**src/hdl/tofdi_pkg.sv**
```systemverilog
// ----------------------------------------------------------------------------
// tofdi_pkg
// Shared types and constants for the time-of-flight delay index block.
// ----------------------------------------------------------------------------
package tofdi_pkg;

  localparam int unsigned COORD_W   = 24;
  localparam int unsigned DIFF_W    = COORD_W + 1;
  localparam int unsigned SQ_W      = 2 * DIFF_W;
  localparam int unsigned D2_W      = 50;
  localparam int unsigned OFFS_W    = 33;
  localparam int unsigned X_W       = 62;   // squared distance scaled by 4096
  localparam int unsigned ROOT_W    = 31;
  localparam int unsigned SQRT_STAGES = ROOT_W;
  localparam int unsigned DIV1_W    = 41;   // root * 1000
  localparam int unsigned DIV2_W    = 43;   // magnitude of the numerator
  localparam int unsigned SPEED_W   = 15;
  localparam int unsigned PERIOD_W  = 20;
  localparam int unsigned DELAY_W   = 32;
  localparam int unsigned NSAMP_W   = 17;
  localparam int unsigned DIVSR_W   = PERIOD_W + 6;
  localparam int unsigned Q_W       = 45;
  localparam int unsigned OVER_W    = 32;
  localparam int unsigned ADDR_W    = 4;
  localparam int unsigned DATA_W    = 32;
  localparam logic [9:0]  NS_PER_US = 10'd1000;

  // start to strobe, in cycles
  localparam int unsigned LATENCY   = 8 + SQRT_STAGES + DIV1_W + DIV2_W;

  localparam logic [1:0] REG_SOUND_SPEED   = 2'd0;
  localparam logic [1:0] REG_SAMPLE_PERIOD = 2'd1;
  localparam logic [1:0] REG_START_DELAY   = 2'd2;
  localparam logic [1:0] REG_NUM_SAMPLES   = 2'd3;

  typedef struct packed {
    logic signed [DIFF_W-1:0] dx;
    logic signed [DIFF_W-1:0] dy;
    logic signed [DIFF_W-1:0] dz;
    logic signed [OFFS_W-1:0] offs;
  } entry_t;

  typedef struct packed {
    logic full;
    logic empty;
  } fifo_stat_t;

  typedef struct packed {
    logic [SPEED_W-1:0]  sound_speed;
    logic [PERIOD_W-1:0] sample_period;
    logic [DELAY_W-1:0]  start_delay;
    logic [NSAMP_W-1:0]  num_samples;
  } cfg_t;

endpackage

```
**src/hdl/tofdi_fifo.sv**
```systemverilog
// ----------------------------------------------------------------------------
// tofdi_fifo
// Short queue between front and back.
// ----------------------------------------------------------------------------
module tofdi_fifo #(
  parameter int unsigned DEPTH = 4
) (
  input  logic                  clk,
  input  logic                  rst_n,
  input  logic                  push,
  input  tofdi_pkg::entry_t     wdata,
  input  logic                  pop,
  output tofdi_pkg::entry_t     rdata,
  output tofdi_pkg::fifo_stat_t fstat
);

  localparam int unsigned PW = (DEPTH > 1) ? $clog2(DEPTH) : 1;
  localparam int unsigned CW = $clog2(DEPTH + 1);
  localparam logic [PW-1:0] LAST = PW'(DEPTH - 1);
  localparam logic [CW-1:0] FULLC = CW'(DEPTH);

  tofdi_pkg::entry_t mem_r [DEPTH];
  logic [PW-1:0]     wp_r, rp_r;
  logic [CW-1:0]     cnt_r;
  logic              do_push, do_pop;

  assign fstat.full  = (cnt_r == FULLC);
  assign fstat.empty = (cnt_r == '0);
  assign do_push     = push && !fstat.full;
  assign do_pop      = pop && !fstat.empty;
  assign rdata       = mem_r[rp_r];

  always_ff @(posedge clk) begin
    if (!rst_n) begin
      wp_r  <= '0;
      rp_r  <= '0;
      cnt_r <= '0;
    end else begin
      if (do_push) wp_r <= (wp_r == LAST) ? '0 : wp_r + 1'b1;
      if (do_pop)  rp_r <= (rp_r == LAST) ? '0 : rp_r + 1'b1;
      if (do_push && !do_pop) cnt_r <= cnt_r + 1'b1;
      else if (do_pop && !do_push) cnt_r <= cnt_r - 1'b1;
    end
    if (do_push) mem_r[wp_r] <= wdata;
  end

endmodule

```
**config.mk**
```make
export PLATFORM = sky130hd
export DESIGN_NAME = tofdi_fifo
export DESIGN_NICKNAME = d
export VERILOG_FILES = /design/src/hdl/tofdi_pkg.sv /design/src/hdl/tofdi_fifo.sv
export SDC_FILE = /design/constraint.sdc
export NUM_CORES = 1
export LEC_CHECK = 0
export ABC_AREA = 1
export BUFFER_PORTS_ARGS = -buffer_cell sky130_fd_sc_hd__buf_4
export CORE_UTILIZATION = 50
export CTS_BUF_LIST = sky130_fd_sc_hd__clkbuf_4 sky130_fd_sc_hd__clkbuf_8 sky130_fd_sc_hd__clkbuf_16
export CTS_CLUSTER_DIAMETER = 50
export CTS_CLUSTER_SIZE = 30
export DETAILED_ROUTE_END_ITERATION = 10
export PLACE_DENSITY = 0.74
export RECOVER_POWER = 50
export SLEW_MARGIN = 40
export SYNTH_ARGS = -nofsm -noshare
export SYNTH_HDL_FRONTEND = slang
export SYNTH_SLANG_ARGS = --single-unit
```
**constraint.sdc**
```tcl
create_clock -name clk -period 6.15 [get_ports clk]
set_input_delay 0.3075 -clock clk [delete_from_list [all_inputs] [get_ports clk]]
set_output_delay 0.3075 -clock clk [all_outputs]
set_load 0.1 [all_outputs]
```
==> results.sh <==
export IMPL_synth_most_common_cell="edfxtp_1"
export IMPL_cts_max_level=2
export IMPL_crit_path_end_kind="output pin"
export IMPL_clock_path_buffers=3
export IMPL_die_w_um=184
export IMPL_ioPinCount=222
export IMPL_yosys_area_top_type="edfxtp_1"
export IMPL_clk_pin_slew_worst_paths_ns=0.07
export IMPL_ys_top_cells_by_count="edfxtp_1, nor2_1, o21ai_0"
export IMPL_skew_ns=0.0133
export IMPL_dr_total_vias=10230
export IMPL_wl_per_cell_um=18.8
export IMPL_grt_max_degree=142
export IMPL_clk_latency_ns=0.53
export IMPL_synth_cells=1116
export IMPL_violations="max-capacitance violations, max-slew violations"
export IMPL_min_delay_path_class="input port to register"
export IMPL_synthDistinctLibCells=23
export IMPL_setup_violations=0
export IMPL_slew_viol_final=20
export IMPL_cp_max_fo=71
export IMPL_ys_flop_type="edfxtp_1"
export IMPL_syn_to_final_growth_pct=23.2
export IMPL_ys_ff_latch=441
export IMPL_drv_cap=1
export IMPL_critPathRequiredTime_ns=5.84
export IMPL_outcome="finished with violations"
export IMPL_synth_edff_count=432
export IMPL_die_area_mm2=0.0337
export IMPL_drive_gt1_share_pct=13.1
export IMPL_drt_vias_per_instance=5.39
export IMPL_cts_buffers=35
export IMPL_core_area_mm2=0.0325
export IMPL_r2r_start="cnt_r[1]$_SDFFE_PN0P_"
export IMPL_clockRootBuffer="clkbuf_16"
export IMPL_cts_tree="built"
export IMPL_nNetsFinal=1546
export IMPL_tightest_slew_ns=1.77
export IMPL_route_detailed_drc=0
export IMPL_drt_pass1_iter_count=5
export IMPL_cts_resized=0
export IMPL_first_iter_violations=824
export IMPL_wl_um=35600
export IMPL_gr_usage_all_layers_pct=21.1
export IMPL_avgSynthCellArea_um2=14.8
export IMPL_relSlewSlack_pct=-18.7
export IMPL_gr_total_overflow=0
export IMPL_finalSetupTns_ns=0
export IMPL_ys_async_sr_fraction_pct=0
export IMPL_grt_pass1_wl_um=54900
export IMPL_fmax_ghz=0.304
export IMPL_finalCritPeriodShare_pct=53.5
export IMPL_postRouteAntennaNets=0
export IMPL_cts_setup_buffers=0
export IMPL_gp_congestion=0.747
export IMPL_port_buffers=221
export IMPL_start_util_pct=50.8
export IMPL_synth_area_top_cells="edfxtp_1, o21ai_0, nor2_1"
export IMPL_antenna_found_initial=2
export IMPL_cp_arrival_ns=2.98
export IMPL_worstSetupPathType="register to output pin"
export IMPL_post_dp_hpwl_um=18600
export IMPL_rows=66
export IMPL_ys_seq_area_share_pct=79.8
export IMPL_hold_path_startpoint="push"
export IMPL_start_kind="register"
export IMPL_syn_area_mm2=0.0165
export IMPL_hold_viol=0
export IMPL_synth_nets=1235
export IMPL_grt_pass1_vias=10157
export IMPL_synth_top_area_share_pct=78.7
export IMPL_yosys_warnings=0
export IMPL_rsz0062_at_grt="no"
export IMPL_min_period_ns=3.29
export IMPL_die_h_um=184
export IMPL_cts_sinks=441
==> cell type report <==
| type | count | area (um^2) |
|---|---|---|
| fillers | 2456 | 12100 |
| clock inverters | 26 | 277 |
| well taps | 442 | 553 |
| inverters | 19 | 80.1 |
| clock buffers | 38 | 898 |
| diodes | 1 | 2.50 |
| multi-input cells | 586 | 2830 |
| flip-flops and latches | 441 | 13200 |
| repair buffers | 344 | 2520 |
==> logic make-up (layout without fill, tap and decap cells) <==
logic type	count (synthesis)	after routing	share of synthesized area, %
AO/OA/AOI/OAI	328	328	10.8
adder cells (fa/ha/maj)	7	7	0.577
buffers and inverters	89	427	3.11
flip-flops	441	441	79.8
other	0	1	0
AND/OR/NAND/NOR	251	251	5.76
==> worst max-delay path, stage by stage (launching register included) <==
cell,delay (ns)
dfxtp_4,0.46
clkinv_2,0.44
buf_4,0.73
o21ai_0,0.20
o22ai_1,0.22
buf_4,0.33
==> sequential cells by signal, indices dropped and copies added, names as in the netlist, named ones only <==
signal	flops
rp_r	2
mem_r	432
wp_r	2
cnt_r	3
==> routing by layer <==
metal	GRT usage (%)	up-vias	share of wire, %
li1	-	4814	-
met1	28.3	5042	42
met2	34.8	316	48
met3	4.91	56	7.6
met4	5.63	2	1.9
met5	0	-	0.028
==> cells in the final DEF, fill, tap and decap left out, types with 2 or more instances in the layout <==
| cell | Yosys | routed |
|---|---|---|
| clkinv_4 | 0 | 7 |
| dfxtp_4 | 0 | 2 |
| o21ai_0 | 181 | 181 |
| buf_6 | 16 | 4 |
| ha_1 | 6 | 6 |
| buf_12 | 1 | 4 |
| clkbuf_16 | 0 | 35 |
| inv_1 | 17 | 17 |
| o22ai_1 | 108 | 108 |
| a21oi_1 | 2 | 2 |
| bufinv_16 | 0 | 3 |
| nor2_1 | 233 | 232 |
| o21ai_1 | 37 | 37 |
| nand2_1 | 15 | 15 |
| dlygate4sd3_1 | 0 | 108 |
| clkbuf_1 | 40 | 112 |
| clkbuf_4 | 0 | 3 |
| edfxtp_1 | 432 | 432 |
| dfxtp_1 | 9 | 7 |
| clkinv_2 | 1 | 3 |
| clkinv_1 | 0 | 2 |
| buf_4 | 3 | 115 |
| inv_6 | 0 | 7 |
| clkinvlp_4 | 0 | 4 |
==> metrics by stage <==
| step | area [um^2] | instances | worst slack (ns) | hold WS, ns | util (%) |
|---|---|---|---|---|---|
| 6_report | 20300 | 1897 | 2.86 | 0.0528 | 62.6 |
| 5_1_grt | 20300 | 1897 | 2.59 | 0.0531 | 62.6 |
| 4_1_cts | 20800 | 1896 | 2.77 | 0.0403 | 64.0 |
| 3_5_place_dp | 18500 | 1724 | 3.33 | 0.509 | 57.1 |
| 3_3_place_gp | 18400 | 1719 | 2.90 | 0.498 | 56.7 |
| 2_1_floorplan | 16500 | 1116 | 0.405 | 0.406 | - |
==> worst paths after layout <==
kind                                  to  cells past startpoint  slack [ns]
setup / recovery               rdata[51]                      5        2.86
hold / removal      wp_r[1]$_SDFFE_PN0P_                      3        0.05
setup reg to reg  mem_r[2][47]$_DFFE_PP_                      5        2.90
hold reg to reg    cnt_r[0]$_SDFFE_PN0P_                      2        0.52
==> timing repair <==
action                                 in CTS  in global routing
hold buffers                              108                  0
setup endpoints to repair                   0                  0
endpoints found under the hold margin     432                  0
Power is not shown: default switching activity piles up to over one toggle a cycle in this logic, so the estimate is an artifact.
