`config.mk`:
```
export PLATFORM = sky130hd
export DESIGN_NAME = tofdi_front
export DESIGN_NICKNAME = d
export VERILOG_FILES = /design/src/hdl/tofdi_pkg.sv /design/src/hdl/tofdi_front.sv
export SDC_FILE = /design/constraint.sdc
export NUM_CORES = 1
export LEC_CHECK = 0
export BUFFER_PORTS_ARGS = -buffer_cell sky130_fd_sc_hd__buf_2
export CAP_MARGIN = 5
export CORE_MARGIN = 1.5
export CORE_UTILIZATION = 46
export CTS_CLUSTER_DIAMETER = 100
export DETAILED_ROUTE_END_ITERATION = 10
export GPL_ROUTABILITY_DRIVEN = 0
export PLACE_DENSITY_LB_ADDON = 0.25
export SYNTH_ARGS = -nofsm -noshare
export SYNTH_HDL_FRONTEND = slang
export SYNTH_SLANG_ARGS = --single-unit
```
`constraint.sdc`:
```
create_clock -name clk -period 6.8 [get_ports clk]
set_input_delay 1.02 -clock clk [delete_from_list [all_inputs] [get_ports clk]]
set_output_delay 1.02 -clock clk [all_outputs]
set_load 0.02 [all_outputs]
```
`src/hdl/tofdi_pkg.sv`:
```
// ----------------------------------------------------------------------------
// tofdi_pkg
// Shared types and constants for the time-of-flight delay index block.
// ----------------------------------------------------------------------------
package tofdi_pkg;

  localparam int unsigned COORD_W   = 24;
  localparam int unsigned DIFF_W    = COORD_W + 1;
  localparam int unsigned SQ_W      = 2 * DIFF_W;
  localparam int unsigned D2_W      = 50;
  localparam int unsigned OFFS_W    = 33;
  localparam int unsigned X_W       = 62;   // squared distance scaled by 4096
  localparam int unsigned ROOT_W    = 31;
  localparam int unsigned SQRT_STAGES = ROOT_W;
  localparam int unsigned DIV1_W    = 41;   // root * 1000
  localparam int unsigned DIV2_W    = 43;   // magnitude of the numerator
  localparam int unsigned SPEED_W   = 15;
  localparam int unsigned PERIOD_W  = 20;
  localparam int unsigned DELAY_W   = 32;
  localparam int unsigned NSAMP_W   = 17;
  localparam int unsigned DIVSR_W   = PERIOD_W + 6;
  localparam int unsigned Q_W       = 45;
  localparam int unsigned OVER_W    = 32;
  localparam int unsigned ADDR_W    = 4;
  localparam int unsigned DATA_W    = 32;
  localparam logic [9:0]  NS_PER_US = 10'd1000;

  // start to strobe, in cycles
  localparam int unsigned LATENCY   = 8 + SQRT_STAGES + DIV1_W + DIV2_W;

  localparam logic [1:0] REG_SOUND_SPEED   = 2'd0;
  localparam logic [1:0] REG_SAMPLE_PERIOD = 2'd1;
  localparam logic [1:0] REG_START_DELAY   = 2'd2;
  localparam logic [1:0] REG_NUM_SAMPLES   = 2'd3;

  typedef struct packed {
    logic signed [DIFF_W-1:0] dx;
    logic signed [DIFF_W-1:0] dy;
    logic signed [DIFF_W-1:0] dz;
    logic signed [OFFS_W-1:0] offs;
  } entry_t;

  typedef struct packed {
    logic full;
    logic empty;
  } fifo_stat_t;

  typedef struct packed {
    logic [SPEED_W-1:0]  sound_speed;
    logic [PERIOD_W-1:0] sample_period;
    logic [DELAY_W-1:0]  start_delay;
    logic [NSAMP_W-1:0]  num_samples;
  } cfg_t;

endpackage

```
`src/hdl/tofdi_front.sv`:
```
// ----------------------------------------------------------------------------
// tofdi_front
// Takes a word, forms coordinate differences and the summed element delays.
// ----------------------------------------------------------------------------
module tofdi_front (
  input  logic                                  clk,
  input  logic                                  rst_n,
  input  logic                                  start,
  output logic                                  busy,
  input  logic signed [tofdi_pkg::COORD_W-1:0]  in_obs_x,
  input  logic signed [tofdi_pkg::COORD_W-1:0]  in_obs_y,
  input  logic signed [tofdi_pkg::COORD_W-1:0]  in_obs_z,
  input  logic signed [tofdi_pkg::COORD_W-1:0]  in_elem_x,
  input  logic signed [tofdi_pkg::COORD_W-1:0]  in_elem_y,
  input  logic signed [tofdi_pkg::COORD_W-1:0]  in_elem_z,
  input  logic signed [31:0]                    in_focus_offset,
  input  logic signed [31:0]                    in_steer_offset,
  input  tofdi_pkg::fifo_stat_t                 fstat,
  output logic                                  push,
  output tofdi_pkg::entry_t                     entry
);

  logic              vld_r, vld_nxt;
  tofdi_pkg::entry_t ent_r;
  logic              acc;

  assign busy  = vld_r && fstat.full;
  assign acc   = start && !busy;
  assign push  = vld_r && !fstat.full;
  assign entry = ent_r;

  always_comb begin
    vld_nxt = vld_r;
    if (acc) begin
      vld_nxt = 1'b1;
    end else if (push) begin
      vld_nxt = 1'b0;
    end
  end

  always_ff @(posedge clk) begin
    if (!rst_n) begin
      vld_r <= 1'b0;
    end else begin
      vld_r <= vld_nxt;
    end
    if (acc) begin
      ent_r.dx   <= {in_obs_x[23], in_obs_x} - {in_elem_x[23], in_elem_x};
      ent_r.dy   <= {in_obs_y[23], in_obs_y} - {in_elem_y[23], in_elem_y};
      ent_r.dz   <= {in_obs_z[23], in_obs_z} - {in_elem_z[23], in_elem_z};
      ent_r.offs <= {in_focus_offset[31], in_focus_offset}
                  + {in_steer_offset[31], in_steer_offset};
    end
  end

endmodule

```
==> impl_metrics.sql, run 1 <==
INSERT INTO impl_metrics (metric_group, metric, value, unit) VALUES
('grt', 'grt-ovfl-total', '0', ''),
('pwr', 'powerDensity', '203.4', 'mW/mm²'),
('synthesis', 'synth.yosys.warnings', '0', ''),
('die', 'ios', '323', ''),
('synthesis', 'post_synth_main_area_contributors', 'edfxtp_1 37%, ha_1 15%, xnor2_1 5.5%', ''),
('cts', 'root_buffer', 'clkbuf_16', ''),
('sta', 'tightest_slew', '0.9319', 'ns'),
('placed_design', 'pre_cts_ws', '3.009', 'ns'),
('setup_path', 'crit_required', '6.97', 'ns'),
('placed_design', 'hpwl', '17650', 'µm'),
('setup_path', 'critPathArrivalTime', '3.65', 'ns'),
('pwr', 'p_clk_frac', '0.244', ''),
('cts', 'tritoncts', 'yes', ''),
('cts', 'numCtsBuffers', '9', ''),
('cts', 'postCtsHoldBufs', '0', ''),
('synthesis', 'yosys.area.top_type_share', '0.3673', ''),
('pwr', 'sequentialPowerShare', '0.396', ''),
('grt', 'global_route.usage.total', '0.2115', ''),
('die', 'std_cell_rows', '50', ''),
('routing', 'first_pass_iters', '5', ''),
('routing', 'residual_drc_count', '0', ''),
('sta', 'grt_setup_unrepaired', 'no', ''),
('placed_design', 'port_buffers', '321', ''),
('sta', 'post_route_minimum_period', '3.475', 'ns'),
('cts', 'clk_buf_depth', '2', ''),
('routing', 'via_count', '7845', ''),
('synthesis', 'proportion_of_synthesized_chip_area_in_sequential_cells', '0.3696', ''),
('layout', 'num-nets-final', '1560', ''),
('synthesis', 'synth_commonest_cells', '108 x edfxtp_1, 104 x ha_1, 102 x inv_1', ''),
('routing', 'totalWireLength', '21720', 'µm'),
('synthesis', 'synth_async_sr_flop_share', '0', ''),
('sta', 'final-hold-violation-count', '0', ''),
('synthesis', 'avgSynthCellArea', '9.555', 'µm²'),
('grt', 'global_route.usage.met1', '0.2559', ''),
('grt', 'grt_util_met2', '0.3707', ''),
('cts', 'post-cts-setup-buffer-count', '0', ''),
('sta', 'max_freq', '287.7', 'MHz'),
('grt', 'maximum_number_of_pins_on_one_net_before_global_route_repair', '70', ''),
('synthesis', 'post_syn_area', '0.008828', 'mm²'),
('synthesis', 'synth.most_common_cell', 'edfxtp_1', ''),
('setup_path', 'worst_setup_path_start_kind', 'input pin', ''),
('grt', 'antenna_violations_before_repair', '4', ''),
('cts', 'clock_sink_count', '109', ''),
('sta', 'setup_slack', '3.325', 'ns'),
('outcome', 'run_status', 'finished clean', ''),
('grt', 'grt.busiest_layer', 'met2', ''),
('synthesis', 'postSynthCellCount', '924', ''),
('cts', 'cts.reportedPaths.clkPinSlew', '0.08', 'ns'),
('synthesis', 'synth_nets', '1245', ''),
('pwr', 'power_switching', '0.7502', 'mW'),
('pwr', 'switching_share', '0.3360', ''),
('grt', 'grt.met3_usage', '0.05265', ''),
('pwr', 'pwr-share-comb', '0.360', ''),
('setup_path', 'sort_of_element_at_the_end_of_the_critical_path', 'register', ''),
('sta', 'slew_headroom', '0.3787', ''),
('sta', 'timing.final.setup_violations', '0', ''),
('sta', 'final_max_slew_viol_count', '0', ''),
('die', 'die_w', '141.5', 'µm'),
('die', 'floorplan.die_area', '0.02003', 'mm²'),
('routing', 'vias_per_cell', '5.304', ''),
('grt', 'first_global_vias', '7341', ''),
('die', 'core-area', '0.01877', 'mm²'),
('sta', 'finClkSkew', '0.009572', 'ns'),
('pwr', 'leakage', '5.317', 'nW'),
('layout', 'layout-drive-gt1-share', '0.2846', ''),
('layout', 'fill_cells', '1724', ''),
('die', 'dieHeight', '141.5', 'µm'),
('synthesis', 'total_of_flip_flops_plus_latches_after_synthesis', '109', ''),
('hold_path', 'timing.hold.worst.class', 'reg -> reg', ''),
('pwr', 'power.ir.vdd_worst', '0.0001195', 'V'),
('setup_path', 'critPathKind', 'in -> reg', '');
-- registers in the layout, summed over array words and instances (netlist names) --
register and flops:
entry 108, vld_r 1
-- critical path, stage by stage --
cell and delay (ns):
buf_2 0.10, ha_1 0.22, fa_1 0.43, a211oi_1 0.27, o21ai_1 0.19, nor3_1 0.18, o21ai_1 0.15, o311ai_1 0.50
o31a_1 0.27, a21oi_1 0.09, o311ai_1 0.22
-- area by class of cell --
cell class                 count  area [µm²]  area share
clock buffer                   9       225.2     0.02052
antenna                        1       2.502   0.0002280
multi-input combinational    694        5110      0.4656
timing repair buffer         323        1622      0.1478
clock inverter                 7       76.32    0.006955
inverter                     102       382.9     0.03489
tap                          234       292.8     0.02668
sequential                   109        3263      0.2973
-- power groups by stage --
stage | sequential (mW) | combinational, mW | clock, mW
after detailed placement | 0.899 | 0.803 | 0
final | 0.885 | 0.803 | 0.545
after floorplan | 1.01 | 0.448 | 0
after global placement | 0.898 | 0.792 | 0
after CTS | 0.886 | 0.806 | 0.561
after global routing | 0.892 | 0.889 | 0.580
-- final timing paths --
path	startpoint	end	slack (ns)	depth (start not counted)
worst min register to register	vld_r	vld_r	0.68	2
worst min-delay path	vld_r	vld_r	0.68	2
worst max-delay path	in_focus_offset[0]	entry[30]	3.32	11
worst max register to register	vld_r	entry[20]	5.05	3
-- cells by family (layout without fill, tap and decap cells) --
kind of cell	Yosys count	count (layout)	synth area share
flops	109	109	0.3696
compound gates	300	300	0.2221
buf+inv	121	441	0.05244
fa+ha+maj	108	108	0.1565
xor+xnor	83	83	0.08234
simple gates	200	200	0.1135
other cells	0	1	0
mux	3	3	0.003543
-- per-layer routing --
layer / share of wire / wire, µm
met4: 0.016 / 358
met1: 0.42 / 9218
met2: 0.48 / 10520
met5: 0.0012 / 26
met3: 0.073 / 1593
-- metrics by stage --
| step | power, mW | utilization | instance area, µm² | instances | hold slack [ns] |
|---|---|---|---|---|---|
| 2_1_floorplan | 1.463 | - | 8828 | 924 | 0.7130 |
| 3_3_place_gp | 1.690 | 0.5685 | 10670 | 1462 | 0.6416 |
| 3_5_place_dp | 1.703 | 0.5685 | 10670 | 1462 | 0.6758 |
| 4_1_cts | 2.253 | 0.5846 | 10970 | 1478 | 0.6939 |
| 5_1_grt | 2.362 | 0.5847 | 10970 | 1479 | 0.7291 |
| 6_report | 2.233 | 0.5847 | 10970 | 1479 | 0.6781 |
-- cell usage in the layout, fill, tap and decap left out, types with 4 or more instances in the layout --
master | Yosys | final
clkbuf_16 | 0 | 9
a21o_1 | 41 | 41
and2_1 | 5 | 5
edfxtp_1 | 108 | 108
o21ai_1 | 6 | 6
o31ai_1 | 5 | 5
o21ai_0 | 54 | 54
a211oi_1 | 11 | 11
xor2_1 | 28 | 28
o21bai_1 | 14 | 14
buf_2 | 1 | 321
nor2_1 | 48 | 48
nand3_1 | 22 | 22
o211ai_1 | 9 | 9
xnor2_1 | 55 | 55
inv_1 | 102 | 102
nor2b_1 | 20 | 19
fa_1 | 4 | 4
ha_1 | 104 | 104
nand4_1 | 6 | 6
nand2_1 | 48 | 48
a21oi_1 | 86 | 86
nor3_1 | 8 | 8
o21a_1 | 19 | 19
nand2b_1 | 16 | 16
a31oi_1 | 12 | 12
o31a_1 | 6 | 6
and3_1 | 8 | 8
No activity file was read; power rests on OpenSTA's default activity.
==> inputs of run 2 (changes only) <==
Settings changed: CORE_UTILIZATION 46 to 50.
Clock period 6.8 ns to 3.5 ns, I/O delays scaled along.
==> impl_metrics.sql, run 2 (same netlist as run 1, synthesis figures left out) <==
INSERT INTO impl_metrics (metric_group, metric, value, unit) VALUES
('outcome', 'run_status', 'finished clean', ''),
('layout', 'final_cell_mix', '321 x buf_2, 108 x edfxtp_1, 104 x ha_1, 102 x inv_1, 86 x a21oi_1', ''),
('layout', 'num-nets-final', '1560', ''),
('die', 'ios', '323', ''),
('sta', 'final-hold-violation-count', '0', ''),
('routing', 'vias_per_cell', '5.419', ''),
('cts', 'tritoncts', 'yes', ''),
('routing', 'via_count', '7971', ''),
('sta', 'final.setup.tns', '0', 'ns'),
('routing', 'ant_nets', '0', ''),
('layout', 'syn2layout_area_growth', '24.32', '%'),
('die', 'floorplan.die_area', '0.01846', 'mm²'),
('layout', 'largest_reg_flops', '108', ''),
('cts', 'clock_sink_count', '109', ''),
('routing', 'drt_iter0_markers', '348', ''),
('sta', 'post-route-period-util', '0.8503', ''),
('sta', 'max_freq', '336.0', 'MHz'),
('setup_path', 'regToRegSetupSlack', '1.96', 'ns'),
('grt', 'first_pass_grt_wire_length', '34880', 'µm'),
('sta', 'tightest_slew', '0.6088', 'ns'),
('die', 'std_cell_rows', '48', ''),
('cts', 'numCtsBuffers', '9', ''),
('grt', 'grt-ovfl-total', '0', ''),
('pwr', 'powerDensity', '396.7', 'mW/mm²'),
('cts', 'postCtsHoldBufs', '0', ''),
('routing', 'first_pass_iters', '4', ''),
('grt', 'maximum_number_of_pins_on_one_net_before_global_route_repair', '109', ''),
('die', 'die_w', '135.9', 'µm'),
('placed_design', 'hpwl', '17870', 'µm'),
('grt', 'global_route.usage.met1', '0.2729', ''),
('grt', 'grt_util_met2', '0.4306', ''),
('setup_path', 'crit_required', '3.66', 'ns'),
('hold_path', 'timing.hold.worst.class', 'in -> reg', ''),
('sta', 'timing.final.setup_violations', '0', ''),
('setup_path', 'cp_cell_sequence', 'buf_2 -> ha_1 -> fa_1 -> a211oi_1 -> o21ai_1 -> nor3_1 -> o21ai_1 -> o311ai_1 -> o31a_1 -> a21oi_1 -> o311ai_1', ''),
('setup_path', 'worst_setup_path_start_kind', 'input pin', ''),
('layout', 'most_frequent_standard_cell_in_the_layout_excluding_fill_and_tap_cells', 'buf_2', ''),
('setup_path', 'critPathKind', 'in -> reg', ''),
('placed_design', 'port_buffers', '321', ''),
('grt', 'grt.busiest_layer', 'met2', ''),
('setup_path', 'crit_path_max_fanout', '4', ''),
('sta', 'post_route_minimum_period', '2.976', 'ns'),
('cts', 'cts.repair.resized', '0', ''),
('layout', 'fin_cells', '1471', ''),
('cts', 'root_buffer', 'clkbuf_16', ''),
('setup_path', 'critical-path-slowest-cell', 'o311ai_1', ''),
('cts', 'htree_num_levels', '3', ''),
('sta', 'fin_hold_ws', '0.3838', 'ns'),
('cts', 'clk_buf_depth', '2', ''),
('routing', 'residual_drc_count', '0', ''),
('sta', 'slew_headroom', '0.5941', ''),
('routing', 'totalWireLength', '22240', 'µm'),
('cts', 'worstSkewPairLatency', '0.35', 'ns'),
('routing', 'routed_wl_per_cell', '15.12', 'µm'),
('grt', 'antenna_violations_before_repair', '3', ''),
('pwr', 'power.ir.vdd_worst', '0.0002225', 'V'),
('grt', 'grt.met3_usage', '0.04362', ''),
('flow_run', 'max_cap_viol_count', '0', ''),
('setup_path', 'critPathArrivalTime', '3.14', 'ns'),
('sta', 'final_max_slew_viol_count', '0', ''),
('pwr', 'leakage', '5.327', 'nW'),
('grt', 'global_route.usage.total', '0.2361', ''),
('sta', 'grt_setup_unrepaired', 'no', ''),
('sta', 'finClkSkew', '0.01153', 'ns'),
('die', 'core-area', '0.01730', 'mm²'),
('setup_path', 'sort_of_element_at_the_end_of_the_critical_path', 'register', ''),
('cts', 'post-cts-setup-buffer-count', '0', ''),
('die', 'initial_utilization', '0.5104', ''),
('die', 'dieHeight', '135.9', 'µm'),
('placed_design', 'numPlacedInstances', '1453', ''),
('setup_path', 'worst_path_max_stage_delay', '0.48', 'ns'),
('cts', 'cts.reportedPaths.clkPinSlew', '0.08', 'ns'),
('grt', 'first_global_vias', '7643', ''),
('layout', 'layout-drive-gt1-share', '0.2838', '');
[run 2: cell types whose count changed in the layout (fill, tap and decap cells not counted), sizes merged]
cell,change
clkinvlp,-2
diode,+1
inv,+2
[run 2: metal layers]
layer  vias up  part of all wire
met1      3647              0.41
met4         2             0.025
met3        37             0.072
li1       3999                 -
met2       286              0.50
met5         -           0.00058
[run 2: metrics by stage]
step | worst slack (ns) | cell area, µm² | power [mW] | util
global placement | 0.2848 | 10670 | 3.288 | 0.6170
CTS | 0.5618 | 10970 | 4.386 | 0.6343
detailed placement | 0.2012 | 10670 | 3.319 | 0.6170
floorplan | 0.6504 | 8836 | 2.834 | -
finish | 0.5239 | 10980 | 4.354 | 0.6345
global route | 0.3250 | 10980 | 4.597 | 0.6345
[run 2: layout make-up]
cell class	instances	area (µm²)
Fill cell	1526	6321
Multi-Input combinational cell	694	5110
Sequential cell	109	3263
Timing Repair Buffer	323	1634
Inverter	102	382.9
Tap cell	225	281.5
Clock buffer	9	225.2
Clock inverter	7	73.82
Antenna cell	2	5.005
[run 2: power by group]
group / leakage (nW) / total (mW) / internal (mW) / switching [mW]
Combinational: 4.13 / 1.58 / 0.650 / 0.929
Sequential: 1.05 / 1.71 / 1.67 / 0.0399
Clock: 0.148 / 1.06 / 0.561 / 0.500
[run 2: worst paths after layout]
check / start / end / depth (start not counted)
worst max-delay path: in_focus_offset[0] / entry[30] / 11
worst min-delay path: rst_n / vld_r / 2
worst max register to register: vld_r / entry[3] / 3
worst min register to register: vld_r / vld_r / 2
[run 2: worst max-delay path, delay by kind of cell]
kind / cells / cell delay [ns]
AOI/OAI and AO/OA: 7 / 1.65
adders and majority gates: 2 / 0.67
buffers and inverters: 1 / 0.10
and+or+nand+nor: 1 / 0.18
==> inputs of run 3 (changes only) <==
--- a/config.mk
+++ b/config.mk
@@ -8,4 +8,5 @@
 export BUFFER_PORTS_ARGS = -buffer_cell sky130_fd_sc_hd__buf_2
 export CAP_MARGIN = 5
+export CORE_ASPECT_RATIO = 0.6
 export CORE_MARGIN = 1.5
 export CORE_UTILIZATION = 50
@@ -13,4 +14,5 @@
 export DETAILED_ROUTE_END_ITERATION = 10
 export GPL_ROUTABILITY_DRIVEN = 0
+export MAX_ROUTING_LAYER = met4
 export PLACE_DENSITY_LB_ADDON = 0.25
 export SYNTH_ARGS = -nofsm -noshare
==> constraint.sdc (replaced) <==
create_clock -name clk -period 3.5 [get_ports clk]
set_input_delay 0.175 -clock clk [delete_from_list [all_inputs] [get_ports clk]]
set_output_delay 0.175 -clock clk [all_outputs]
set_load 0.02 [all_outputs]
==> impl_metrics.sql, run 3 (same netlist as run 1, synthesis figures left out) <==
INSERT INTO impl_metrics (metric_group, metric, value, unit) VALUES
('outcome', 'run_status', 'finished clean', ''),
('grt', 'first_pass_grt_wire_length', '36460', 'µm'),
('cts', 'worstSkewPairLatency', '0.36', 'ns'),
('grt', 'global_route.usage.total', '0.2535', ''),
('cts', 'tritoncts', 'yes', ''),
('cts', 'numCtsBuffers', '9', ''),
('die', 'core-area', '0.01722', 'mm²'),
('cts', 'clk_buf_depth', '2', ''),
('pwr', 'leakage', '5.323', 'nW'),
('setup_path', 'crit_required', '3.66', 'ns'),
('layout', 'final_cell_mix', '321 x buf_2, 108 x edfxtp_1, 104 x ha_1, 102 x inv_1, 86 x a21oi_1', ''),
('grt', 'first_global_vias', '7410', ''),
('pwr', 'powerDensity', '397.1', 'mW/mm²'),
('setup_path', 'critPathKind', 'in -> reg', ''),
('cts', 'cts.reportedPaths.clkPinSlew', '0.07', 'ns'),
('layout', 'fin_cells', '1483', ''),
('layout', 'syn2layout_area_growth', '24.42', '%'),
('cts', 'htree_num_levels', '3', ''),
('die', 'ios', '323', ''),
('placed_design', 'pre_cts_ws', '0.5247', 'ns'),
('routing', 'totalWireLength', '23070', 'µm'),
('setup_path', 'r2r_start', 'vld_r', ''),
('sta', 'grt_setup_unrepaired', 'no', ''),
('routing', 'routed_wl_per_cell', '15.56', 'µm'),
('cts', 'cts.repair.resized', '0', ''),
('cts', 'post-cts-setup-buffer-count', '0', ''),
('sta', 'post-route-period-util', '0.7693', ''),
('setup_path', 'rr_endpoint', 'entry[80]', ''),
('sta', 'max_freq', '371.4', 'MHz'),
('grt', 'antenna_violations_before_repair', '4', ''),
('sta', 'fin_hold_ws', '0.03882', 'ns'),
('pwr', 'power.ir.vdd_worst', '0.0002530', 'V'),
('sta', 'final-hold-violation-count', '0', ''),
('routing', 'vias_per_cell', '5.434', ''),
('sta', 'final_max_slew_viol_count', '0', ''),
('routing', 'via_count', '8059', ''),
('flow_run', 'max_cap_viol_count', '0', ''),
('sta', 'tightest_slew', '0.5346', 'ns'),
('hold_path', 'timing.hold.worst_endpoint', 'vld_r', ''),
('placed_design', 'hpwl', '18930', 'µm'),
('die', 'std_cell_rows', '37', ''),
('hold_path', 'timing.hold.worst.class', 'in -> reg', ''),
('layout', 'num-nets-final', '1561', ''),
('setup_path', 'ff2ff_path_depth', '3', ''),
('routing', 'drt_iter0_markers', '492', ''),
('sta', 'timing.final.setup_violations', '0', ''),
('routing', 'first_pass_iters', '6', ''),
('routing', 'ant_nets', '0', ''),
('layout', 'largest_reg_flops', '108', ''),
('setup_path', 'crit_path_max_fanout', '4', ''),
('die', 'die_w', '174.5', 'µm'),
('hold_path', 'whs_path_depth', '2', ''),
('cts', 'postCtsHoldBufs', '0', ''),
('sta', 'setup_slack', '0.8073', 'ns'),
('placed_design', 'port_buffers', '321', ''),
('cts', 'root_buffer', 'clkbuf_16', ''),
('grt', 'grt-ovfl-total', '0', ''),
('die', 'floorplan.die_area', '0.01849', 'mm²'),
('layout', 'layout-drive-gt1-share', '0.2846', ''),
('sta', 'final.setup.tns', '0', 'ns'),
('die', 'dieHeight', '105.9', 'µm'),
('setup_path', 'critPathArrivalTime', '2.85', 'ns'),
('setup_path', 'worst_setup_path_start_kind', 'input pin', ''),
('grt', 'maximum_number_of_pins_on_one_net_before_global_route_repair', '40', ''),
('sta', 'slew_headroom', '0.6436', ''),
('sta', 'post_route_minimum_period', '2.693', 'ns'),
('sta', 'finClkSkew', '0.01531', 'ns'),
('die', 'initial_utilization', '0.5126', ''),
('hold_path', 'holdCritStartpoint', 'rst_n', ''),
('routing', 'residual_drc_count', '0', ''),
('setup_path', 'regToRegSetupSlack', '2.01', 'ns'),
('placed_design', 'numPlacedInstances', '1463', ''),
('layout', 'most_frequent_standard_cell_in_the_layout_excluding_fill_and_tap_cells', 'buf_2', ''),
('cts', 'clock_sink_count', '109', ''),
('setup_path', 'sort_of_element_at_the_end_of_the_critical_path', 'register', '');
-- run 3: cell count changes in the layout (fill, tap and decap cells not counted), sizes merged --
cell / before / now
buf: 323 / 324
clkinvlp: 0 / 1
diode: 2 / 5
inv: 104 / 105
clkinv: 4 / 1
-- run 3: layout make-up --
class | instances | area, µm²
Antenna cell | 5 | 12.51
Fill cell | 1479 | 6237
Clock inverter | 6 | 68.82
Timing Repair Buffer | 324 | 1629
Multi-Input combinational cell | 694 | 5110
Inverter | 102 | 382.9
Sequential cell | 109 | 3263
Tap cell | 234 | 292.8
Clock buffer | 9 | 225.2
-- run 3: worst max-delay path: stages --
cell      delay [ns]
buf_2           0.10
ha_1            0.26
fa_1            0.44
a211oi_1        0.25
o21ai_1         0.18
nor3_1          0.16
o21ai_1         0.15
o311ai_1        0.50
o31a_1          0.28
a21oi_1         0.11
o311ai_1        0.23
-- run 3: metal layers --
metal,share of wire,routed length [µm],GRT usage,vias up
met2,0.43,9969,0.3768,381
met4,0.024,551,0.07753,0
met1,0.47,10790,0.3522,3626
met3,0.076,1762,0.04828,40
li1,-,-,-,4012
met5,0,0,-,-
-- run 3: per-stage QoR --
| stage | area (µm²) | total power [mW] | util |
|---|---|---|---|
| 2_1_floorplan | 8836 | 2.834 | - |
| 3_3_place_gp | 10680 | 3.297 | 0.6200 |
| 3_5_place_dp | 10680 | 3.322 | 0.6200 |
| 4_1_cts | 10970 | 4.381 | 0.6371 |
| 5_1_grt | 10980 | 4.604 | 0.6377 |
| 6_report | 10980 | 4.362 | 0.6378 |
-- run 3: power breakdown --
part / internal [mW] / switching (mW)
combinational: 0.649 / 0.945
clock: 0.559 / 0.492
sequential: 1.67 / 0.0421
-- run 3: worst max-delay path by stage --
stage / start / endpoint / slack (ns) / cells after the start
global route: in_focus_offset[0] / entry[30] / 0.63 / 11
CTS: in_focus_offset[0] / entry[30] / 0.89 / 11
floorplan: vld_r / entry[0] / 0.91 / 2
detailed placement: in_focus_offset[0] / entry[30] / 0.52 / 11
finish: in_focus_offset[0] / entry[30] / 0.81 / 11
global placement: in_focus_offset[0] / entry[30] / 0.56 / 11
